File: config.mk
export PLATFORM = sky130hd
export DESIGN_NAME = crcbf_dp
export DESIGN_NICKNAME = d
export VERILOG_FILES = /design/src/crc_block_framer_with_xor_parity_assert.svh /design/src/crcbf_pkg.sv /design/src/crcbf_dp.sv
export SDC_FILE = /design/constraint.sdc
export NUM_CORES = 1
export LEC_CHECK = 0
export ABC_AREA = 1
export BUFFER_PORTS_ARGS = -buffer_cell sky130_fd_sc_hd__buf_2
export CAP_MARGIN = 25
export CORE_MARGIN = 2
export CORE_UTILIZATION = 40
export CTS_CLUSTER_SIZE = 25
export DETAILED_ROUTE_END_ITERATION = 6
export PLACE_DENSITY = 0.69
export SYNTH_ARGS = -nofsm -noshare
export SYNTH_HDL_FRONTEND = slang
export SYNTH_SLANG_ARGS = --single-unit
export TNS_END_PERCENT = 100
File: constraint.sdc
create_clock -name clk -period 3 [get_ports clk]
set_clock_uncertainty 0.2 [all_clocks]
set_input_delay 0.15 -clock clk [delete_from_list [all_inputs] [get_ports clk]]
set_output_delay 0.15 -clock clk [all_outputs]
set_load 0.02 [all_outputs]
File: src/crc_block_framer_with_xor_parity_assert.svh
// Assertion macros shared by the framer RTL
`ifndef CRC_BLOCK_FRAMER_WITH_XOR_PARITY_ASSERT_SVH
`define CRC_BLOCK_FRAMER_WITH_XOR_PARITY_ASSERT_SVH

// Same-cycle implication, checked outside reset
`define CRCBF_ASSERT_NOW(lbl, ante, cons, msg) \
	lbl: assert property (@(posedge clk) disable iff (!arst_n) (ante) |-> (cons)) \
		else $error(msg);

// Next-cycle implication, checked outside reset
`define CRCBF_ASSERT_NEXT(lbl, ante, cons, msg) \
	lbl: assert property (@(posedge clk) disable iff (!arst_n) (ante) |=> (cons)) \
		else $error(msg);

`endif

File: src/crcbf_pkg.sv
// Shared types, constants and functions of the CRC block framer
package crcbf_pkg;

	localparam int MAX_BITS_DEF = 16;
	localparam int HDR_LEN = 8;
	localparam logic [4:0] BITS_RESET = 5'd12;
	localparam logic [4:0] BITS_MIN = 5'd6;
	localparam logic [31:0] CRC_POLY = 32'h82F63B78;

	// Byte source selected in the output stage
	typedef enum logic [1:0] {
		SRC_LIT,
		SRC_CRC,
		SRC_PAR
	} src_t;

	// One output byte operation from the sequencer
	typedef struct packed {
		logic [7:0] lit;
		src_t src;
		logic [1:0] crc_k;
		logic framed;
		logic par_we;
		logic last;
		logic done;
	} op_t;

	// CRC-32C over one byte, kept in finished (inverted) form
	function automatic logic [31:0] crc_byte(input logic [31:0] crc, input logic [7:0] b);
		logic [31:0] c;
		c = ~crc;
		c[7:0] = c[7:0] ^ b;
		for (int k = 0; k < 8; k++) begin
			c = c[0] ? ((c >> 1) ^ CRC_POLY) : (c >> 1);
		end
		return ~c;
	endfunction

	// Header text "CRc 0NN\n" for block bits between 6 and 16
	function automatic logic [7:0] hdr_byte(input logic [2:0] idx, input logic [4:0] eb);
		logic [7:0] r;
		case (idx)
			3'd0: r = 8'h43;
			3'd1: r = 8'h52;
			3'd2: r = 8'h63;
			3'd3: r = 8'h20;
			3'd4: r = 8'h30;
			3'd5: r = (eb >= 5'd10) ? 8'h31 : 8'h30;
			3'd6: r = 8'h30 + 8'((eb >= 5'd10) ? (eb - 5'd10) : eb);
			default: r = 8'h0A;
		endcase
		return r;
	endfunction

endpackage

File: src/crcbf_dp.sv
// Byte datapath: parity read-modify-write, running CRC, output register
module crcbf_dp #(
	parameter int MAX_BITS = crcbf_pkg::MAX_BITS_DEF
) (
	input  logic clk,
	input  logic arst_n,
	input  logic op_vld,
	input  crcbf_pkg::op_t op,
	input  logic [MAX_BITS-1:0] op_addr,
	output logic ready_dn,
	output logic clr_busy,
	output logic ram_we,
	output logic [MAX_BITS-1:0] ram_waddr,
	output logic [7:0] ram_wdata,
	output logic ram_re,
	output logic [MAX_BITS-1:0] ram_raddr,
	input  logic [7:0] ram_rdata,
	output logic rsp_valid,
	input  logic rsp_stall,
	output logic [7:0] out_byte,
	output logic last,
	output logic stream_done
);

	localparam int DEPTH = 2**MAX_BITS - 4;

	logic vld_s1, fwd_s1;
	crcbf_pkg::op_t op_s1;
	logic [MAX_BITS-1:0] addr_s1, clr_q;
	logic [7:0] fwd_d_s1, old_b, b;
	logic [31:0] crc_q;
	logic clr_busy_q, adv, issue, consume, wr_par;

	assign adv = !rsp_valid || !rsp_stall;
	assign ready_dn = !vld_s1 || adv;
	assign issue = op_vld && ready_dn;
	assign consume = vld_s1 && adv;
	assign clr_busy = clr_busy_q;

	// Select the byte of the word in stage 1
	always_comb begin
		old_b = fwd_s1 ? fwd_d_s1 : ram_rdata;
		case (op_s1.src)
			crcbf_pkg::SRC_CRC: b = crc_q[8*op_s1.crc_k +: 8];
			crcbf_pkg::SRC_PAR: b = old_b;
			default: b = op_s1.lit;
		endcase
	end

	// Write back parity, or zero one entry per cycle after reset
	assign wr_par = consume && op_s1.par_we;
	assign ram_we = clr_busy_q || wr_par;
	assign ram_waddr = clr_busy_q ? clr_q : addr_s1;
	assign ram_wdata = clr_busy_q ? 8'h00 : (old_b ^ b);
	assign ram_re = issue;
	assign ram_raddr = op_addr;

	// Advance stage 1, running CRC and output register
	always_ff @(posedge clk or negedge arst_n) begin
		if (!arst_n) begin
			vld_s1 <= 1'b0;
			fwd_s1 <= 1'b0;
			fwd_d_s1 <= '0;
			op_s1 <= '0;
			addr_s1 <= '0;
			crc_q <= '0;
			clr_q <= '0;
			clr_busy_q <= 1'b1;
			rsp_valid <= 1'b0;
			out_byte <= '0;
			last <= 1'b0;
			stream_done <= 1'b0;
		end else begin
			if (clr_busy_q) begin
				clr_q <= clr_q + 1'b1;
				if (clr_q == MAX_BITS'(DEPTH - 1)) begin
					clr_busy_q <= 1'b0;
				end
			end
			if (issue) begin
				vld_s1 <= 1'b1;
				op_s1 <= op;
				addr_s1 <= op_addr;
				fwd_s1 <= wr_par && (addr_s1 == op_addr);
				fwd_d_s1 <= old_b ^ b;
			end else if (consume) begin
				vld_s1 <= 1'b0;
			end
			if (consume) begin
				rsp_valid <= 1'b1;
				out_byte <= b;
				last <= op_s1.last;
				stream_done <= op_s1.done;
				if (op_s1.src == crcbf_pkg::SRC_CRC && op_s1.crc_k == 2'd3) begin
					crc_q <= '0;
				end else if (op_s1.framed) begin
					crc_q <= crcbf_pkg::crc_byte(crc_q, b);
				end
			end else if (!rsp_stall) begin
				rsp_valid <= 1'b0;
			end
		end
	end

endmodule

After elaboration in Yosys (flattened, before gate mapping)

Index checks and enable logic that the tools add are counted.

Bits of input ports: 44
Output and inout bits: 55
Flip-flop bits (word level): 102
Logic and storage cells: 72

Bitwise operators: 12
Shift operators: 1
Add/sub/neg operators: 1
Reductions and logical operators: 14
Equal/unequal tests: 6
Multiplexer cells: 20

Operator list:

| kind                                                                    | count |
|---|---|
| 32-bit two-way mux                                                      | 10 |
| 16-bit inverter with 17-bit output                                      | 8 |
| 32-bit inverter                                                         | 2 |
| 32-bit by 6-bit indexed part select with 8-bit output                   | 1 |
| 16-bit by 1-bit adder with 16-bit output, second input constant         | 1 |
| 16-bit == test                                                          | 1 |
| 16-bit == test, second input constant                                   | 1 |
| 16-bit two-way mux                                                      | 1 |
| 8-bit two-way mux                                                       | 2 |
| 8-bit one-hot mux with 2 select lines                                   | 1 |
| 8-bit bitwise XOR                                                       | 2 |
| 1-bit two-way mux                                                       | 6 |
| 1-bit logical AND                                                       | 5 |
| 2-bit == test, second input constant                                    | 2 |
| 2-bit nonzero test                                                      | 2 |
| 1-bit zero test                                                         | 3 |
| 1-bit logical OR                                                        | 3 |
| 2-bit by 1-bit == test with 1-bit output, second input constant         | 1 |
| 2-bit by 1-bit inequality test with 1-bit output, second input constant | 1 |
| 2-bit AND reduction                                                     | 1 |

Logic depth before layout (Yosys ltp)

Depth after elaboration: 22
Mapped depth: 21
Depth with buffers taken out: 19

Least setup slack after synthesis

Ideal clock, no wire load.

Path kind: register -> register
Start: register op_s1[6] in the netlist's numbering
End: register crc_q[11]
Stages on the path, launching flop included: 19
Clock period less this slack: 2.407 ns
Arrival: 2.083 ns
Path slack: 0.593 ns
Path through: dfrtp_1 inv_1 ha_1 clkbuf_2 buf_2 a21oi_1 nand2_1 nand2_2 nand2_1 nand2_1 nand2_1 nand2_4 nand2_4 nand2_4 buf_12 xor2_2 inv_2 nand2_1 nand3_1

Word-level cells in the longest chain between the ends: 18
Elaborated cells on any way between the ends: 25
Classes of those cells: 2 x eq/ne; 11 x mux; 9 x bitwise; 3 x reduce/logical

Ends and longest elaborated chain:

| element                                                                                   | line                           | text |
|---|---|---|
| start, declared                                                                           | crcbf_dp.sv:28                 | `crcbf_pkg::op_t op_s1;` |
| start signal, assigned                                                                    | crcbf_dp.sv:82                 | `op_s1 <= op;` |
| 2-bit == test or 2-bit by 1-bit == test with 1-bit output (tied branches)                 | crcbf_dp.sv:43, crcbf_dp.sv:94 |  |
| 8-bit one-hot mux with 2 select lines                                                     | crcbf_dp.sv:43                 | `case (op_s1.src)` |
| 8-bit bitwise XOR                                                                         | crcbf_pkg.sv:32                | `c[7:0] = c[7:0] ^ b;` |
| 32-bit two-way mux or 16-bit inverter with 17-bit output (tied branches)                  | --                             |  |
| 16-bit inverter with 17-bit output (no source line) or 32-bit two-way mux (tied branches) | --                             |  |
| 32-bit two-way mux or 16-bit inverter with 17-bit output (tied branches)                  | --                             |  |
| 32-bit two-way mux                                                                        | crcbf_pkg.sv:34                | `c = c[0] ? ((c >> 1) ^ CRC_POLY) : (c >> 1);` |
| 32-bit two-way mux or 16-bit inverter with 17-bit output (tied branches)                  | --                             |  |
| (+2 left out)                                                                             | --                             |  |
| 32-bit two-way mux                                                                        | crcbf_pkg.sv:34                |  |
| 16-bit inverter with 17-bit output (no source line) or 32-bit two-way mux (tied branches) | --                             |  |
| 32-bit two-way mux                                                                        | crcbf_pkg.sv:34                |  |
| 16-bit inverter with 17-bit output (no source line) or 32-bit two-way mux (tied branches) | --                             |  |
| 32-bit two-way mux                                                                        | crcbf_pkg.sv:34                |  |
| 32-bit inverter                                                                           | crcbf_pkg.sv:36                | `return ~c;` |
| 32-bit two-way mux                                                                        | crcbf_dp.sv:96                 | `end else if (op_s1.framed) begin` |
| 32-bit two-way mux                                                                        | crcbf_dp.sv:94                 | `if (op_s1.src == crcbf_pkg::SRC_CRC && op_s1.crc_k == 2'd3) begin` |
| end signal, assigned                                                                      | crcbf_dp.sv:97                 | `crc_q <= crcbf_pkg::crc_byte(crc_q, b);` |
| end, declared                                                                             | crcbf_dp.sv:31                 | `logic [31:0] crc_q;` |

Parallel ways exist; a longest one is shown, timed or not. The select of a mux whose other input is x is not followed.
A chain may end at the register's enable or synchronous reset.

Final worst setup path

Start: register op_s1[5] in the netlist's numbering
End: register crc_q[16]

Word-level cells in the longest chain between the ends: 19
Elaborated cells on any way between the ends: 24
Classes of those cells: 1 x eq/ne; 1 x shift; 11 x mux; 8 x bitwise; 3 x reduce/logical

Ends and longest elaborated chain:

| element                                               | line            | text |
|---|---|---|
| 32-bit by 6-bit indexed part select with 8-bit output | crcbf_dp.sv:44  | `crcbf_pkg::SRC_CRC: b = crc_q[8*op_s1.crc_k +: 8];` |
| 8-bit one-hot mux with 2 select lines                 | crcbf_dp.sv:43  |  |
| 8-bit bitwise XOR                                     | crcbf_pkg.sv:32 |  |
| 32-bit two-way mux                                    | crcbf_pkg.sv:34 |  |
| 16-bit inverter with 17-bit output (no source line)   | --              |  |
| 32-bit two-way mux                                    | crcbf_pkg.sv:34 |  |
| 16-bit inverter with 17-bit output (no source line)   | --              |  |
| 32-bit two-way mux                                    | crcbf_pkg.sv:34 |  |
| 16-bit inverter with 17-bit output (no source line)   | --              |  |
| 32-bit two-way mux (2 in a row)                       | crcbf_pkg.sv:34 |  |
| 16-bit inverter with 17-bit output (no source line)   | --              |  |
| 32-bit two-way mux                                    | crcbf_pkg.sv:34 |  |
| 16-bit inverter with 17-bit output (no source line)   | --              |  |
| 32-bit two-way mux (2 in a row)                       | crcbf_pkg.sv:34 |  |
| 32-bit inverter                                       | crcbf_pkg.sv:36 |  |
| 32-bit two-way mux                                    | crcbf_dp.sv:96  |  |
| 32-bit two-way mux                                    | crcbf_dp.sv:94  |  |

Parallel ways exist; a longest one is shown, timed or not. The select of a mux whose other input is x is not followed.

==> flow_summary.rst <==
.. list-table::
   :header-rows: 1

   * - Metric
     - Value
   * - Max IR drop VDD
     - 620 µV
   * - Via density
     - 5.00
   * - ANT nets after route
     - 0
   * - Worst Setup SP
     - op_s1[5]$_DFFE_PN0P_
   * - Capturing element type of the critical path
     - flop
   * - Arrival @ worst endpoint
     - 2.76 ns
   * - Wire length of the first global-routing pass
     - 32300 µm
   * - Most used DFF post-synth
     - dfrtp_1
   * - Chip height
     - 134 µm
   * - Max-slew headroom at the worst pin
     - 57.9%
   * - Hpwl dp
     - 14300 µm
   * - Highest attainable clock frequency
     - 368 MHz
   * - Layout Nets
     - 1142
   * - Number of diodes
     - 0
   * - Count of input and output buffers
     - 98
   * - Sort of element at the start of the critical path
     - flop
   * - GP Congestion
     - 0.950
   * - Warnings, synthesis
     - 0
   * - Critical path data required time
     - 3.04 ns
   * - Number of violations of the max-capacitance limit
     - 0
   * - Worst hold slack
     - 0.0782 ns
   * - WL per Instance
     - 15.0 µm
   * - Gate count of the mapped netlist
     - 980
   * - Full die area
     - 18100 µm²
   * - Final cell utilization of the core
     - 48.7%
   * - Source-to-sink clock delay at the later pin of the worst-skew pair
     - 0.37 ns
   * - Clock transition at the register clock pins on the worst setup and hold paths after CTS
     - 0.09 ns
   * - Seq pwr share
     - 24.2%
   * - Commonest cells post-synth
     - nand2_1, dfrtp_1, nand3_1, inv_1, o21ai_0
   * - Final hold vios
     - 0
   * - P_int
     - 4.06 mW
   * - DRC Markers
     - 0
   * - Start of the worst register-to-register path
     - op_s1[5]$_DFFE_PN0P_
   * - Max Root-Sink Buffers
     - 2
   * - Fraction of the yosys area taken by sequential cells
     - 37.5%
   * - FF+latch count, synth
     - 102
   * - Depth of the worst register-to-register path
     - 16
   * - Hold Crit Class
     - input port to asynchronous set/reset pin
   * - Antenna violations before repair
     - 0
   * - Net switching power of the design
     - 4.33 mW
   * - Worst-path maximum fanout
     - 13
   * - Unique masters post-synth
     - 42
   * - Number of global-route vias before repair
     - 6403
   * - End of the worst register-to-register path
     - crc_q[16]$_DFFE_PN0P_
   * - Share of power burned in the clock network
     - 14.6%
   * - CTS sink cnt
     - 102
   * - Fraction of registers with async set or reset after synthesis
     - 100%
   * - Final-report max-slew violation count
     - 0
   * - Initial cell density of the core
     - 40.9%
   * - Ratio of cells with drive above 1 in the final layout
     - 17.5%
   * - Area of all placed cells without fillers
     - 8110 µm²
   * - Final Setup Violations
     - 0
   * - Critical Path Sink
     - crc_q[16]$_DFFE_PN0P_
   * - Overall routing resource usage
     - 22.7%
   * - Biggest area consumer among synthesized cells
     - dfrtp_1
   * - Combinational group share of total power
     - 61.2%
   * - Maximum number of pins on one net before global-route repair
     - 65
   * - Root Buffer
     - clkbuf_16
   * - Area of the core region
     - 16600 µm²
   * - Die X
     - 134 µm
   * - Vias post-DR
     - 6603
   * - Wire length after detailed routing
     - 19800 µm
   * - Worst-case register-to-register setup slack
     - 0.28 ns
   * - Synthesized area divided by synthesized cell count
     - 6.95 µm²
   * - Area share of the leading cell type in the synthesized netlist
     - 37.1%
   * - Detailed Route Iter0 Violations
     - 531
   * - Post-synthesis cell area
     - 6810 µm²
   * - Number of iterations in the first detailed-routing pass
     - 5
   * - Pin slew with the least headroom to its limit
     - 0.631 ns
   * - Category of the most critical setup path
     - flop to flop
   * - TritonCTS clock tree
     - done
   * - Count of pins on the block boundary
     - 99
   * - Run status
     - completed
   * - Pwr/cell area
     - 1040 nW/µm²
   * - Placement Cell Area
     - 7440 µm²
   * - Core Rows
     - 47
   * - Global-route congestion overflow total
     - 0
   * - Layout area overhead
     - 19.1%
   * - Net count after synthesis
     - 1027
   * - Clock period minus final worst setup slack
     - 2.72 ns
   * - Cell types with the largest area share after synthesis
     - dfrtp_1, nand2_1, nand3_1
   * - Static power due to leakage
     - 4.33 nW
   * - Net Sw Frac
     - 51.6%
   * - Clock buffer count from CTS
     - 9
   * - Most common cell in the synthesized netlist
     - nand2_1
   * - CTS HTree Levels
     - 3
   * - Unrepaired setup endpoints after global routing
     - false
   * - Final worst-path cycle share
     - 90.7%
   * - Number of flops mapped to enable cells by yosys
     - 0
placed cells by master (no fill, tap or decap), drive strengths merged, types with 9 or more instances in the layout:
cell,Yosys,layout
o21ai,69,69
a21oi,11,11
nor2,26,26
nand3,100,100
dfrtp,101,101
nand2,433,433
clkbuf,17,9
buf,34,121
xor2,43,43
inv,101,105
dlygate4sd3,0,34
o22ai,9,9
xnor2,13,13
layer usage:
layer / vias to the layer above / track usage, % / routed length (µm)
met4: 0 / 9.53 / 714
li1: 3287 / - / -
met1: 3006 / 31.3 / 8990
met2: 254 / 35.2 / 8740
met5: - / 0 / 0
met3: 56 / 3.90 / 1340
power by group through the flow:
stage / logic (mW) / registers (mW) / clock network [mW]
floorplan: 3.87 / 2.02 / 0
global placement: 4.98 / 2.04 / 0
detailed placement: 5.03 / 2.04 / 0
CTS: 5.08 / 2.02 / 1.24
global route: 5.76 / 2.07 / 1.29
finish: 5.14 / 2.03 / 1.23
area by class of cell:
cell class | count | area (µm²)
clock buffers | 9 | 225
repair buffers | 155 | 1060
multi-input cells | 725 | 3530
flip-flops and latches | 102 | 2550
inverters | 102 | 388
clock inverters | 7 | 81.3
fillers | 1604 | 8530
well taps | 220 | 275
logic make-up after synthesis:
| group | count (synthesis) | share of synthesized area [%] |
|---|---|---|
| AND/OR/NAND/NOR | 567 | 35.6 |
| flip-flops | 102 | 37.5 |
| adder cells (fa/ha/maj) | 3 | 0.551 |
| XOR/XNOR | 56 | 7.31 |
| AO/OA/AOI/OAI | 99 | 8.10 |
| buffers and inverters | 153 | 11.0 |
repair_timing:
action | in CTS | in global routing
buffers inserted | 0 | 0
endpoints found under the setup margin | 1 | 11
resized for setup | 1 | 4
hold buffers | 34 | 0
endpoints found under the hold margin | 74 | 0
pin swaps | 0 | 0
worst min path at each step:
stage | start | end | slack (ns) | cells after the start
finish | arst_n | addr_s1[15]$_DFFE_PN0P_ | 0.08 | 2
detailed placement | arst_n | clr_q[8]$_DFFE_PN0P_ | -0.03 | 1
global placement | arst_n | addr_s1[15]$_DFFE_PN0P_ | -0.03 | 1
CTS | op_vld | fwd_s1$_DFFE_PN0P_ | 0.09 | 5
global route | op_vld | fwd_s1$_DFFE_PN0P_ | 0.09 | 5
floorplan | arst_n | addr_s1[0]$_DFFE_PN0P_ | -0.35 | 0
worst max-delay path, cell delays in order (launching register included):
cell and delay, ns:
dfrtp_1 0.51, inv_2 0.22, nand3_1 0.10, nand2_1 0.07, nand2_1 0.06, nand2_2 0.09
nand2_2 0.08, nand2_1 0.07, nand2_2 0.19, nand2_2 0.15, nand2_1 0.12, nand2_4 0.10
nand2_4 0.13, nand2_1 0.15, inv_1 0.11, o21ai_0 0.14, o21ai_0 0.09
sequential cells by signal (all words and copies together), names as in the netlist:
register and cells:
crc_q 32, clr_q 16, clr_busy 1, fwd_d_s1 8, vld_s1 1, addr_s1 16
fwd_s1 1, rsp_valid 1, last 1, out_byte 8, op_s1 16, stream_done 1
metrics by stage:
stage | std cells | power (mW) | setup TNS [ns] | setup slack [ns]
global route | 1320 | 9.13 | 0 | 0.0572
detailed placement | 1270 | 7.07 | -0.0105 | -0.0105
finish | 1320 | 8.39 | 0 | 0.280
global placement | 1270 | 7.02 | 0 | 0.155
CTS | 1320 | 8.35 | 0 | 0.137
floorplan | 980 | 5.89 | 0 | 0.593
(Power assumes the default switching activity.)
