### config.mk
export PLATFORM = sky130hd
export DESIGN_NAME = crcbf_seq
export DESIGN_NICKNAME = d
export VERILOG_FILES = /design/src/crc_block_framer_with_xor_parity_assert.svh /design/src/crcbf_pkg.sv /design/src/crcbf_seq.sv
export SDC_FILE = /design/constraint.sdc
export NUM_CORES = 1
export LEC_CHECK = 0
export ABC_AREA = 1
export BUFFER_PORTS_ARGS = -buffer_cell sky130_fd_sc_hd__buf_2
export CELL_PAD_IN_SITES_DETAIL_PLACEMENT = 1
export CELL_PAD_IN_SITES_GLOBAL_PLACEMENT = 1
export CORE_MARGIN = 1
export CORE_UTILIZATION = 48
export CTS_CLUSTER_DIAMETER = 50
export DETAILED_ROUTE_END_ITERATION = 10
export PLACE_DENSITY = 0.84
export SYNTH_ARGS = -nofsm -noshare
export SYNTH_HDL_FRONTEND = slang
export SYNTH_SLANG_ARGS = --single-unit
### constraint.sdc
create_clock -name clk -period 10.2 [get_ports clk]
set_clock_uncertainty 0.15 [all_clocks]
set_input_delay 1.53 -clock clk [delete_from_list [all_inputs] [get_ports clk]]
set_output_delay 1.53 -clock clk [all_outputs]
set_load 0.01 [all_outputs]
### src/crc_block_framer_with_xor_parity_assert.svh
// Assertion macros shared by the framer RTL
`ifndef CRC_BLOCK_FRAMER_WITH_XOR_PARITY_ASSERT_SVH
`define CRC_BLOCK_FRAMER_WITH_XOR_PARITY_ASSERT_SVH

// Same-cycle implication, checked outside reset
`define CRCBF_ASSERT_NOW(lbl, ante, cons, msg) \
	lbl: assert property (@(posedge clk) disable iff (!arst_n) (ante) |-> (cons)) \
		else $error(msg);

// Next-cycle implication, checked outside reset
`define CRCBF_ASSERT_NEXT(lbl, ante, cons, msg) \
	lbl: assert property (@(posedge clk) disable iff (!arst_n) (ante) |=> (cons)) \
		else $error(msg);

`endif

### src/crcbf_pkg.sv
// Shared types, constants and functions of the CRC block framer
package crcbf_pkg;

	localparam int MAX_BITS_DEF = 16;
	localparam int HDR_LEN = 8;
	localparam logic [4:0] BITS_RESET = 5'd12;
	localparam logic [4:0] BITS_MIN = 5'd6;
	localparam logic [31:0] CRC_POLY = 32'h82F63B78;

	// Byte source selected in the output stage
	typedef enum logic [1:0] {
		SRC_LIT,
		SRC_CRC,
		SRC_PAR
	} src_t;

	// One output byte operation from the sequencer
	typedef struct packed {
		logic [7:0] lit;
		src_t src;
		logic [1:0] crc_k;
		logic framed;
		logic par_we;
		logic last;
		logic done;
	} op_t;

	// CRC-32C over one byte, kept in finished (inverted) form
	function automatic logic [31:0] crc_byte(input logic [31:0] crc, input logic [7:0] b);
		logic [31:0] c;
		c = ~crc;
		c[7:0] = c[7:0] ^ b;
		for (int k = 0; k < 8; k++) begin
			c = c[0] ? ((c >> 1) ^ CRC_POLY) : (c >> 1);
		end
		return ~c;
	endfunction

	// Header text "CRc 0NN\n" for block bits between 6 and 16
	function automatic logic [7:0] hdr_byte(input logic [2:0] idx, input logic [4:0] eb);
		logic [7:0] r;
		case (idx)
			3'd0: r = 8'h43;
			3'd1: r = 8'h52;
			3'd2: r = 8'h63;
			3'd3: r = 8'h20;
			3'd4: r = 8'h30;
			3'd5: r = (eb >= 5'd10) ? 8'h31 : 8'h30;
			3'd6: r = 8'h30 + 8'((eb >= 5'd10) ? (eb - 5'd10) : eb);
			default: r = 8'h0A;
		endcase
		return r;
	endfunction

endpackage

### src/crcbf_seq.sv
// Framing sequencer: turns each input word into a run of byte operations
module crcbf_seq #(
	parameter int MAX_BITS = crcbf_pkg::MAX_BITS_DEF
) (
	input  logic clk,
	input  logic arst_n,
	input  logic [4:0] block_bits,
	input  logic clr_busy,
	input  logic ready_dn,
	input  logic req_valid,
	output logic req_stall,
	input  logic kind,
	input  logic [7:0] data_byte,
	output logic op_vld,
	output crcbf_pkg::op_t op,
	output logic [MAX_BITS-1:0] op_addr
);

	localparam int DW = MAX_BITS + 1;
	localparam int DEPTH = 2**MAX_BITS - 4;

	typedef enum logic [2:0] {
		PH_OPEN, PH_PAD, PH_LEN, PH_CRC, PH_PAR, PH_PCRC, PH_DONE
	} phase_t;

	logic item_vld_q, item_kind_q;
	logic [7:0] item_byte_q;
	logic [2:0] step_q, hdr_idx_q;
	logic hdr_done_q, first_q;
	logic [MAX_BITS-1:0] fill_q;
	phase_t phase_q;
	logic [DW-1:0] tix_q;

	logic [4:0] eb;
	logic [DW-1:0] ds, bs, fill_x, fill_p1, pad, dadr, etix, tix_n;
	phase_t eph, ph_n;
	logic gen, fin, fin_now, issue, accept;
	logic [2:0] step_n, hdr_idx_n;
	logic hdr_done_n, first_n;
	logic [MAX_BITS-1:0] fill_n;
	crcbf_pkg::op_t o;
	logic [MAX_BITS-1:0] a;

	// Block geometry from the clamped register
	always_comb begin
		if (block_bits < crcbf_pkg::BITS_MIN) begin
			eb = crcbf_pkg::BITS_MIN;
		end else if (block_bits > 5'(MAX_BITS)) begin
			eb = 5'(MAX_BITS);
		end else begin
			eb = block_bits;
		end
		ds = (DW'(1) << eb) - DW'(6);
		bs = ds - (first_q ? DW'(crcbf_pkg::HDR_LEN) : DW'(0));
		fill_x = DW'(fill_q);
		fill_p1 = fill_x + DW'(1);
		pad = (bs > fill_x) ? (bs - fill_x) : DW'(0);
		dadr = fill_x + (first_q ? DW'(crcbf_pkg::HDR_LEN) : DW'(0));
		eph = (phase_q == PH_OPEN) ? PH_PAD : phase_q;
		etix = (phase_q == PH_OPEN) ? DW'(0) : tix_q;
	end

	// Pick the next byte operation and the state it leaves
	always_comb begin
		o = '0;
		o.src = crcbf_pkg::SRC_LIT;
		a = '0;
		gen = 1'b0;
		fin = 1'b0;
		step_n = step_q;
		hdr_idx_n = hdr_idx_q;
		hdr_done_n = hdr_done_q;
		first_n = first_q;
		fill_n = fill_q;
		ph_n = phase_q;
		tix_n = tix_q;
		if (!item_vld_q) begin
			gen = 1'b0;
		end else if (!hdr_done_q && phase_q == PH_OPEN) begin
			gen = 1'b1;
			o.lit = crcbf_pkg::hdr_byte(hdr_idx_q, eb);
			o.framed = 1'b1;
			o.par_we = 1'b1;
			a = MAX_BITS'(hdr_idx_q);
			hdr_idx_n = hdr_idx_q + 3'd1;
			hdr_done_n = (hdr_idx_q == 3'd7);
		end else if (!item_kind_q) begin
			if (phase_q != PH_OPEN) begin
				fin = 1'b1;
			end else begin
				gen = 1'b1;
				case (step_q)
					3'd0: begin
						o.lit = item_byte_q;
						o.framed = 1'b1;
						o.par_we = (dadr < DW'(DEPTH));
						a = MAX_BITS'(dadr);
						fill_n = MAX_BITS'(fill_p1);
						if (fill_p1 >= bs) begin
							step_n = 3'd1;
						end else begin
							o.last = 1'b1;
							fin = 1'b1;
						end
					end
					3'd1: begin
						o.lit = 8'(bs);
						o.framed = 1'b1;
						o.par_we = 1'b1;
						a = MAX_BITS'(ds);
						step_n = 3'd2;
					end
					3'd2: begin
						o.lit = 8'(bs >> 8);
						o.framed = 1'b1;
						o.par_we = 1'b1;
						a = MAX_BITS'(ds + DW'(1));
						step_n = 3'd3;
					end
					default: begin
						o.src = crcbf_pkg::SRC_CRC;
						o.crc_k = 2'(step_q - 3'd3);
						if (step_q == 3'd6) begin
							o.last = 1'b1;
							fin = 1'b1;
							step_n = 3'd0;
							fill_n = '0;
							first_n = 1'b0;
						end else begin
							step_n = step_q + 3'd1;
						end
					end
				endcase
			end
		end else if (phase_q == PH_DONE) begin
			fin = 1'b1;
		end else begin
			gen = 1'b1;
			fin = 1'b1;
			o.last = 1'b1;
			case (eph)
				PH_PAD: begin
					o.framed = 1'b1;
					if (etix < pad) begin
						o.lit = 8'h00;
						ph_n = PH_PAD;
						tix_n = etix + DW'(1);
					end else begin
						o.lit = 8'(fill_q);
						o.par_we = 1'b1;
						a = MAX_BITS'(ds);
						ph_n = PH_LEN;
						tix_n = DW'(1);
					end
				end
				PH_LEN: begin
					if (etix < DW'(2)) begin
						o.lit = (etix == DW'(0)) ? 8'(fill_q) : 8'(fill_x >> 8);
						o.framed = 1'b1;
						o.par_we = 1'b1;
						a = MAX_BITS'(ds + etix);
						tix_n = etix + DW'(1);
					end else begin
						o.src = crcbf_pkg::SRC_CRC;
						ph_n = PH_CRC;
						tix_n = DW'(1);
					end
				end
				PH_CRC: begin
					if (etix < DW'(4)) begin
						o.src = crcbf_pkg::SRC_CRC;
						o.crc_k = 2'(etix);
						tix_n = etix + DW'(1);
					end else begin
						o.src = crcbf_pkg::SRC_PAR;
						o.framed = 1'b1;
						ph_n = PH_PAR;
						tix_n = DW'(1);
					end
				end
				PH_PAR: begin
					if (etix < ds + DW'(2)) begin
						o.src = crcbf_pkg::SRC_PAR;
						o.framed = 1'b1;
						a = MAX_BITS'(etix);
						tix_n = etix + DW'(1);
					end else begin
						o.src = crcbf_pkg::SRC_CRC;
						ph_n = PH_PCRC;
						tix_n = DW'(1);
					end
				end
				default: begin
					o.src = crcbf_pkg::SRC_CRC;
					o.crc_k = 2'(etix);
					if (etix >= DW'(3)) begin
						o.done = 1'b1;
						ph_n = PH_DONE;
						tix_n = '0;
					end else begin
						tix_n = etix + DW'(1);
					end
				end
			endcase
		end
	end

	assign issue = gen && ready_dn;
	assign fin_now = item_vld_q && fin && (!gen || ready_dn);
	assign req_stall = clr_busy || (item_vld_q && !fin_now);
	assign accept = req_valid && !req_stall;
	assign op_vld = gen;
	assign op = o;
	assign op_addr = a;

	// Hold the current word and advance framing state per issued byte
	always_ff @(posedge clk or negedge arst_n) begin
		if (!arst_n) begin
			item_vld_q <= 1'b0;
			item_kind_q <= 1'b0;
			item_byte_q <= '0;
			step_q <= '0;
			hdr_idx_q <= '0;
			hdr_done_q <= 1'b0;
			first_q <= 1'b1;
			fill_q <= '0;
			phase_q <= PH_OPEN;
			tix_q <= '0;
		end else begin
			if (issue || fin_now) begin
				step_q <= step_n;
				hdr_idx_q <= hdr_idx_n;
				hdr_done_q <= hdr_done_n;
				first_q <= first_n;
				fill_q <= fill_n;
				phase_q <= ph_n;
				tix_q <= tix_n;
			end
			if (accept) begin
				item_vld_q <= 1'b1;
				item_kind_q <= kind;
				item_byte_q <= data_byte;
			end else if (fin_now) begin
				item_vld_q <= 1'b0;
			end
		end
	end

endmodule

## Word level (Yosys, flattened, before mapping)

Cells that the tools add are included.

| operators by class | value |
|---|---|
| $add $sub $neg | 14 |
| multipliers | 0 |
| div/mod/pow operators | 0 |
| order comparisons | 11 |
| equality and inequality tests | 19 |
| shift operators | 1 |
| mux-type cells | 80 |
| bitwise operators | 6 |
| reduce and logical (&&, ||, !) cells | 31 |

Operators with widths:

| cell | number |
|---|---|
| 16-bit 2-to-1 mux | 11 |
| 17-bit 2-to-1 mux | 7 |
| 16-bit one-hot mux with 3 select lines | 2 |
| 17-bit one-hot mux with 4 select lines | 1 |
| 8-bit one-hot mux with 7 select lines | 1 |
| 8-bit 2-to-1 mux | 5 |
| 17-bit less-than comparator | 2 |
| 16-bit one-hot mux with 2 select lines | 1 |
| 15-bit 2-to-1 mux | 2 |
| 3-bit 2-to-1 mux | 8 |
| 8-bit one-hot mux with 3 select lines | 1 |
| 3-bit == test (second input constant) | 7 |
| 1-bit 2-to-1 mux | 21 |
| 16-bit by 1-bit adder with 17-bit output (second input constant) | 1 |
| 16-bit by 4-bit adder with 17-bit output | 1 |
| 17-bit by 1-bit adder with 17-bit output (second input constant) | 1 |
| 17-bit by 2-bit adder with 17-bit output (second input constant) | 1 |
| 17-bit >= comparator | 1 |
| 17-bit by 2-bit >= comparator with 1-bit output (second input constant) | 1 |
| 17-bit by 16-bit greater-than comparator with 1-bit output | 1 |
| 17-bit logical NOT | 1 |
| 17-bit by 16-bit less-than comparator with 1-bit output (second input constant) | 1 |
| 17-bit by 2-bit less-than comparator with 1-bit output (second input constant) | 1 |
| 17-bit by 3-bit less-than comparator with 1-bit output (second input constant) | 1 |
| 42 further kinds | 82 |

| word-level totals | value |
|---|---|
| flip-flop bits (word level) | 54 |
| bits in latches | 0 |
| bits in writable memories | 0 |
| ROM bits | 0 |
| word-level logic and storage cells | 172 |
| memories kept | 0 |

## Longest topological paths before layout

Gate-level depths: netlist (run 1).

| logic depth | value |
|---|---|
| depth after elaboration | 21 |
| mapped depth | 37 |

## Worst setup path before layout (run 1)

Ideal clock, no wire load.

| timing | value |
|---|---|
| path type | input to output |
| from | input block_bits[4] |
| to | output op[10] (netlist bit) |
| data arrival time | 5.790 ns |
| required time | 8.520 ns |
| setup slack | 2.730 ns |
| stages | 33 |
| cell sequence | buf_2 inv_1 nand2_1 nand2_1 nor2_1 nand2_1 o21ai_2 nor2_1 nand2_1 nand2_1 nor2_1 inv_1 ha_1 nand3_1 nor3_1 nand4_1 nand3_1 o41ai_1 inv_1 clkbuf_1 nand2_1 ha_1 nand2_1 nor2_1 nand4_1 nor4_1 nand2_1 nand2_2 nand2_1 buf_2 o21ai_0 nand2_1 a21oi_1 |

RTL lines:

| item | line | text |
|---|---|---|
| from (decl) | crcbf_seq.sv:7 | `input logic [4:0] block_bits,` |
| to (decl) | crcbf_seq.sv:15 | `output crcbf_pkg::op_t op,` |

## Worst setup path after layout (run 1)

| timing | value |
|---|---|
| from | input block_bits[4] |
| to | output op_addr[10] |

| between the ends | value |
|---|---|
| cells in the longest elaborated chain, start to end | 15 |
| elaborated cells on any way between the ends | 25 |
| those cells by class | add/sub: 6; order compare: 5; shift: 1; mux: 13 |

RTL lines:

| item | line | text |
|---|---|---|
| 5-bit greater-than comparator | crcbf_seq.sv:48 | `end else if (block_bits > 5'(MAX_BITS)) begin` |
| 5-bit 2-to-1 mux | crcbf_seq.sv:48 |  |
| 5-bit 2-to-1 mux * | crcbf_seq.sv:46 | `if (block_bits < crcbf_pkg::BITS_MIN) begin` |
| 1-bit by 5-bit << shifter with 17-bit output * | crcbf_seq.sv:53 | `ds = (DW'(1) << eb) - DW'(6);` |
| 17-bit by 4-bit subtractor with 17-bit output * | crcbf_seq.sv:53 |  |
| 17-bit by 4-bit subtractor with 17-bit output | crcbf_seq.sv:54 | `bs = ds - (first_q ? DW'(crcbf_pkg::HDR_LEN) : DW'(0));` |
| 17-bit by 16-bit subtractor with 17-bit output / 17-bit by 16-bit greater-than comparator with 1-bit output (equally long branches) | crcbf_seq.sv:57 | `pad = (bs > fill_x) ? (bs - fill_x) : DW'(0);` |
| 17-bit 2-to-1 mux | crcbf_seq.sv:57 |  |
| 17-bit less-than comparator | crcbf_seq.sv:144 | `if (etix < pad) begin` |
| 16-bit 2-to-1 mux | crcbf_seq.sv:144 |  |
| 16-bit one-hot mux with 3 select lines | crcbf_seq.sv:141 | `case (eph)` |
| 16-bit 2-to-1 mux | crcbf_seq.sv:135 | `end else if (phase_q == PH_DONE) begin` |
| 16-bit 2-to-1 mux * | crcbf_seq.sv:87 | `end else if (!item_kind_q) begin` |
| 16-bit 2-to-1 mux * | crcbf_seq.sv:79 | `end else if (!hdr_done_q && phase_q == PH_OPEN) begin` |
| 16-bit 2-to-1 mux * | crcbf_seq.sv:77 | `if (!item_vld_q) begin` |
| to (decl) | crcbf_seq.sv:16 | `output logic [MAX_BITS-1:0] op_addr` |

Mark *: on every way between the ends. The rest lies on a longest branch, timed or not.

==> results of run 1 <==
[worst max-delay path, delay by kind of cell]
family	cells	cell delay, ps
buffers and inverters	7	1080
adders and majority gates	2	720
AOI/OAI and AO/OA	7	1130
and+or+nand+nor	21	3410
[cell usage in the layout, fill, tap and decap left out, types with 9 or more instances in the layout]
cell type	count
nand2_1	405
inv_1	174
nor2_1	132
nand3_1	108
ha_1	104
a21oi_1	86
o21ai_0	86
dfrtp_1	53
buf_2	52
xor2_1	44
nand4_1	40
nor3_1	28
conb_1	22
or2_2	15
o21ai_2	11
nor2_2	10
xnor2_1	9
buf_4	9
[state kept, by name, indices dropped and copies added, names as in the netlist]
| name | flops |
|---|---|
| fill_q | 16 |
| first_q | 1 |
| hdr_done_q | 1 |
| hdr_idx_q | 3 |
| item_byte_q | 8 |
| item_kind_q | 1 |
| item_vld_q | 1 |
| phase_q | 3 |
| step_q | 3 |
| tix_q | 17 |
[report_power, final]
part           internal [uW]  switching (uW)
Sequential               242            31.8
Combinational            204             480
Clock                    118            98.4
Total                    564             610
[per-layer routing]
layer | track usage | up-vias | share of wire
met3 | 0.0727 | 126 | 0.075
met2 | 0.639 | 422 | 0.44
met4 | 0.203 | 2 | 0.050
li1 | - | 4896 | -
met1 | 0.516 | 4959 | 0.43
met5 | 0 | - | 0.00035
[metrics by stage]
stage | setup slack, ps | instances
floorplan | 2730 | 1468
global placement | 1020 | 1730
detailed placement | 863 | 1730
CTS | 831 | 1738
global route | 166 | 1738
finish | 638 | 1738
[layout make-up]
type / count / area, um2 / share of cell area
clock buffer: 5 / 125 / 0.0130
clock inverter: 3 / 47.5 / 0.00496
inverter: 189 / 712 / 0.0743
multi-input combinational: 1197 / 6740 / 0.703
sequential: 54 / 1350 / 0.141
tap: 229 / 287 / 0.0299
timing repair buffer: 61 / 328 / 0.0342
[worst max-delay path by stage]
stage	slack, ps	start	end
after detailed placement	860	block_bits[4]	op_addr[10]
after floorplan	2730	block_bits[4]	op[10]
after global placement	1020	block_bits[4]	op_addr[12]
final	640	block_bits[4]	op_addr[10]
after global routing	170	block_bits[4]	op_addr[7]
after CTS	830	block_bits[4]	op_addr[10]
[logic make-up (layout without fill, tap and decap cells)]
| group | after synthesis | in the layout | synth area share |
|---|---|---|---|
| buffers and inverters | 217 | 258 | 0.0962 |
| flip-flops | 54 | 54 | 0.153 |
| AND/OR/NAND/NOR | 773 | 773 | 0.387 |
| other | 2 | 22 | 0.000847 |
| adder cells (fa/ha/maj) | 106 | 106 | 0.151 |
| XOR/XNOR | 53 | 53 | 0.0523 |
| AO/OA/AOI/OAI | 243 | 243 | 0.159 |
==> results.toml, run 1 <==
[detailed_routing]
drtIter0Drc = 817
final_antenna_net_count = 0
routed-via-count = 10400
avgRoutedWirePerCell_um = 21.6
viasPerCell = 5.99
drt_pre_antenna_iters = 5
drcViolationCount = 0
routed_wl_mm = 37.5

[cts]
cts_tree = "built"
clkTransAtPathRegs_ps = 80
cts_sinks = 54
hold_buffers = 0
cts_made_buffers = 5
clockBufferDepth = 2
cts.repair.resized = 0
root_buffer = "clkbuf_16"
htreeDepth = 2
cts_setup_buffers = 0
worst_skew_pair.late_latency_ps = 320

[min_path]
hold_path_class = "flip-flop to flip-flop"
holdCritStartpoint = "first_q$_DFFE_PN1P_"
worstHoldEndpoint = "first_q$_DFFE_PN1P_"
holdPathStages = 2

[placed_design]
hpwl_mm = 30.7
place_congestion = 0.959
portBuffers = 52
placed_cell_area_um2 = 9420

[worst_setup_path]
worstPathRequired_ps = 8520
ff2ff_path_depth = 23
cp-start-kind = "input port"
slowest_delay_ps = 520
path_max_fanout = 17
r2r_slack_ps = 5230
r2r-end = "phase_q[1]$_DFFE_PN0P_"
r2r_start = "fill_q[12]$_DFFE_PN0P_"
crit_type = "input port to output port"
crit_arrival_ps = 7880
crit_top_cell = "nand2_1"
cp-end-kind = "output port"
cpMaxStageDelayCell = "nand2_1"

[timing]
final.setup.tns_ps = 0
tightestPinTransition_ps = 868
setup_violations = 0
period_share = 0.937
period_minus_slack_ps = 9560
slew_viol_final = 0
fmax_ghz = 0.105
fin_hold_ws_ps = 321
rsz0062_at_grt = "no"
hold_violations = 0
slew_headroom = 0.419

[grt]
antenna_found_initial = 1
grt_usage = 0.401
grt_max_degree = 55
grt_pass1_vias = 10100
grt-ovfl-total = 0
grt_pass1_wl_mm = 56.6

[layout]
design_area_um2 = 9590
post-route-util = 0.532
fin_nets = 1633
n_antenna_cell = 0
drive_gt1_frac = 0.0915
fill_cells = 2611
syn_to_final_growth_pct = 8.13

[yosys]
synth_top_cell_area_share = 0.171
synth_cell_types = 58
synth-async-reset-ratio = 1.00
synth_area_um2 = 8870
synth_most_common_cell = "nand2_1"
yosysTopAreaCell = "nand2_1"
ys_warn_count = 0
ys_ff_latch = 54
synth_edf_count = 0
seq_area_frac_synth = 0.153
avgSynthCellArea_um2 = 6.12
synth_common_cells = "nand2_1 (405), inv_1 (174), nor2_1 (132), nand3_1 (108), ha_1 (104)"
synthFlopType = "dfrtp_1"
yosys-top-cells-area = "nand2_1 (17%), dfrtp_1 (15%), ha_1 (15%)"
syn_inst = 1448

[floorplan]
die_w_um = 138
io_pins = 53
die_area_um2 = 19000
fp-row-count = 49
core_um2 = 18000
start_util = 0.492
die-height_um = 138

[power_and_ir_drop]
ir_drop_v = 0.000119
p_per_area_nw_per_um2 = 122
leakagePower_uw = 0.00496
total_power_uw = 1170

[outcome]
outcome = "finished clean"

[flow_run]
drv_cap = 0
Note: power is estimated with default switching activity, not from simulation.
==> run 2: changes to the inputs <==
- CORE_MARGIN: 1 -> default
- CORE_UTILIZATION: 48 -> 35
- PLACE_DENSITY: 0.84 -> 0.63
==> run 2 against run 1 <==
Net effect:
- non-clock buffer count rose by 2
- wire length is 2.7% higher
- clock power down 10%
- hold slack got worse by 11 ps
- first-iteration DRC count down 14%
- flip-flop and latch count unchanged
- power decreased by 2.5%
- core utilization is 14 points lower
- cell count rose by 5.6%
- critical path type unchanged
==> results.toml, run 2 (synthesis results as in run 1) <==
[layout]
post-route-util = 0.394
mostFrequentLayoutCell = "nand2_1"
fill_cells = 3406
seqCellArea_um2 = 1350
n_antenna_cell = 0
layout_common_cells = "nand2_1 (405), inv_1 (174), nor2_1 (132)"
fin_nets = 1635
drive_gt1_frac = 0.0927
top_regs = "tix_q (17), fill_q (16), item_byte_q (8)"
largest_register_ffs = 17
syn_to_final_growth_pct = 9.38
design_area_um2 = 9700
multi_input_area_um2 = 6740
largest-register = "tix_q"

[timing]
final.setup.tns_ps = 0
period_minus_slack_ps = 9500
hold_violations = 0
slew_viol_final = 0
slew_headroom = 0.441
fmax_ghz = 0.105
setup_violations = 0
rsz0062_at_grt = "no"
tightestPinTransition_ps = 835
period_share = 0.932

[cts]
htreeDepth = 2
root_buffer = "clkbuf_16"
cts_sinks = 54
cts.repair.resized = 0
cts_tree = "built"
worst_skew_pair.late_latency_ps = 320
hold_buffers = 0
cts_made_buffers = 5
clkTransAtPathRegs_ps = 80
clockBufferDepth = 2
cts_setup_buffers = 0

[detailed_routing]
viasPerCell = 5.48
drt_pre_antenna_iters = 5
drtIter0Drc = 700
routed_wl_mm = 38.5
routed-via-count = 10100
drcViolationCount = 0
avgRoutedWirePerCell_um = 21.0
final_antenna_net_count = 0

[grt]
antenna_found_initial = 0
grt_pass1_vias = 9983
grt-ovfl-total = 0
grt_usage = 0.298
grt_max_degree = 33
grt_pass1_wl_mm = 58.5

[worst_setup_path]
r2r_start = "first_q$_DFFE_PN1P_"
crit_type = "input port to output port"
path_max_fanout = 17
ff2ff_path_depth = 28
r2r-end = "phase_q[1]$_DFFE_PN0P_"
worstPathRequired_ps = 8520
startpoint = "block_bits[3]"
cpMaxStageDelayCell = "nand2_1"
slowest_delay_ps = 420
r2r_slack_ps = 5210
crit_arrival_ps = 7820
cp-end-kind = "output port"
crit_top_cell = "nand2_1"
cp-start-kind = "input port"

[placed_design]
placed_cell_area_um2 = 9550
place_congestion = 0.933
hpwl_mm = 32.1
portBuffers = 52

[min_path]
hold_path_class = "flip-flop to flip-flop"
holdPathStages = 2
worstHoldEndpoint = "first_q$_DFFE_PN1P_"
holdCritStartpoint = "first_q$_DFFE_PN1P_"

[power_and_ir_drop]
power.share.combinational = 0.591
power_switching_uw = 607
p_sw_frac = 0.530
leakagePower_uw = 0.00496
cell_internal_pwr_uw = 537
clkPwrFrac = 0.170
p_per_area_nw_per_um2 = 118
seqPwrFrac = 0.239
total_power_uw = 1140
ir_drop_v = 0.0000731

[flow_run]
drv_cap = 0

[floorplan]
io_pins = 53
die-height_um = 161
fp-row-count = 57
start_util = 0.360
die_w_um = 161
die_area_um2 = 26000
core_um2 = 24600

[outcome]
outcome = "finished clean"
==> run 2: cell types whose count changed in the layout (fill, tap and decap cells not counted), sizes merged <==
cell and change:
clkinvlp +1, inv -1, clkinv +1, bufinv -1
buf +2
==> run 2: cell type report <==
type,count,area share
inverter,189,0.0734
sequential,54,0.139
tap,324,0.0418
timing repair buffer,63,0.0353
clock buffer,5,0.0129
clock inverter,3,0.00258
multi-input combinational,1197,0.695
==> run 2: metrics by stage <==
stage               cells  worst slack, ps  hold slack, ps
global route         1835             87.4             343
finish               1835              697             310
global placement     1827              987             298
CTS                  1835              795             312
detailed placement   1827              815             298
floorplan            1468             2730             283
==> run 2: worst max path at each step <==
stage | end | slack [ps] | depth (start not counted)
after CTS | op_addr[12] | 790 | 36
after global placement | op_addr[12] | 990 | 36
after floorplan | op[10] | 2730 | 33
after global routing | op[8] | 90 | 32
final | op[14] | 700 | 31
after detailed placement | op_addr[12] | 820 | 36
==> run 2: power groups by stage <==
stage	clock network (uW)	logic (uW)	registers, uW
6_report	195	676	273
5_1_grt	205	752	278
4_1_cts	200	668	274
3_5_place_dp	0	665	278
3_3_place_gp	0	658	277
2_1_floorplan	0	465	260
==> run 2: per-layer routing <==
layer,global-route usage,wire length [um],share of wire,vias to the layer above
li1,-,-,-,4899
met1,0.394,18000,0.47,4870
met2,0.500,17700,0.46,236
met3,0.0395,1690,0.044,52
met4,0.0922,1050,0.027,0
met5,0,0,0,-
==> run 2: worst max-delay path: cells and delay by family <==
kind / cells / cell delay (ps)
buffers and inverters: 6 / 980
adders and majority gates: 2 / 700
AOI/OAI and AO/OA: 5 / 1210
and+or+nand+nor: 18 / 3370
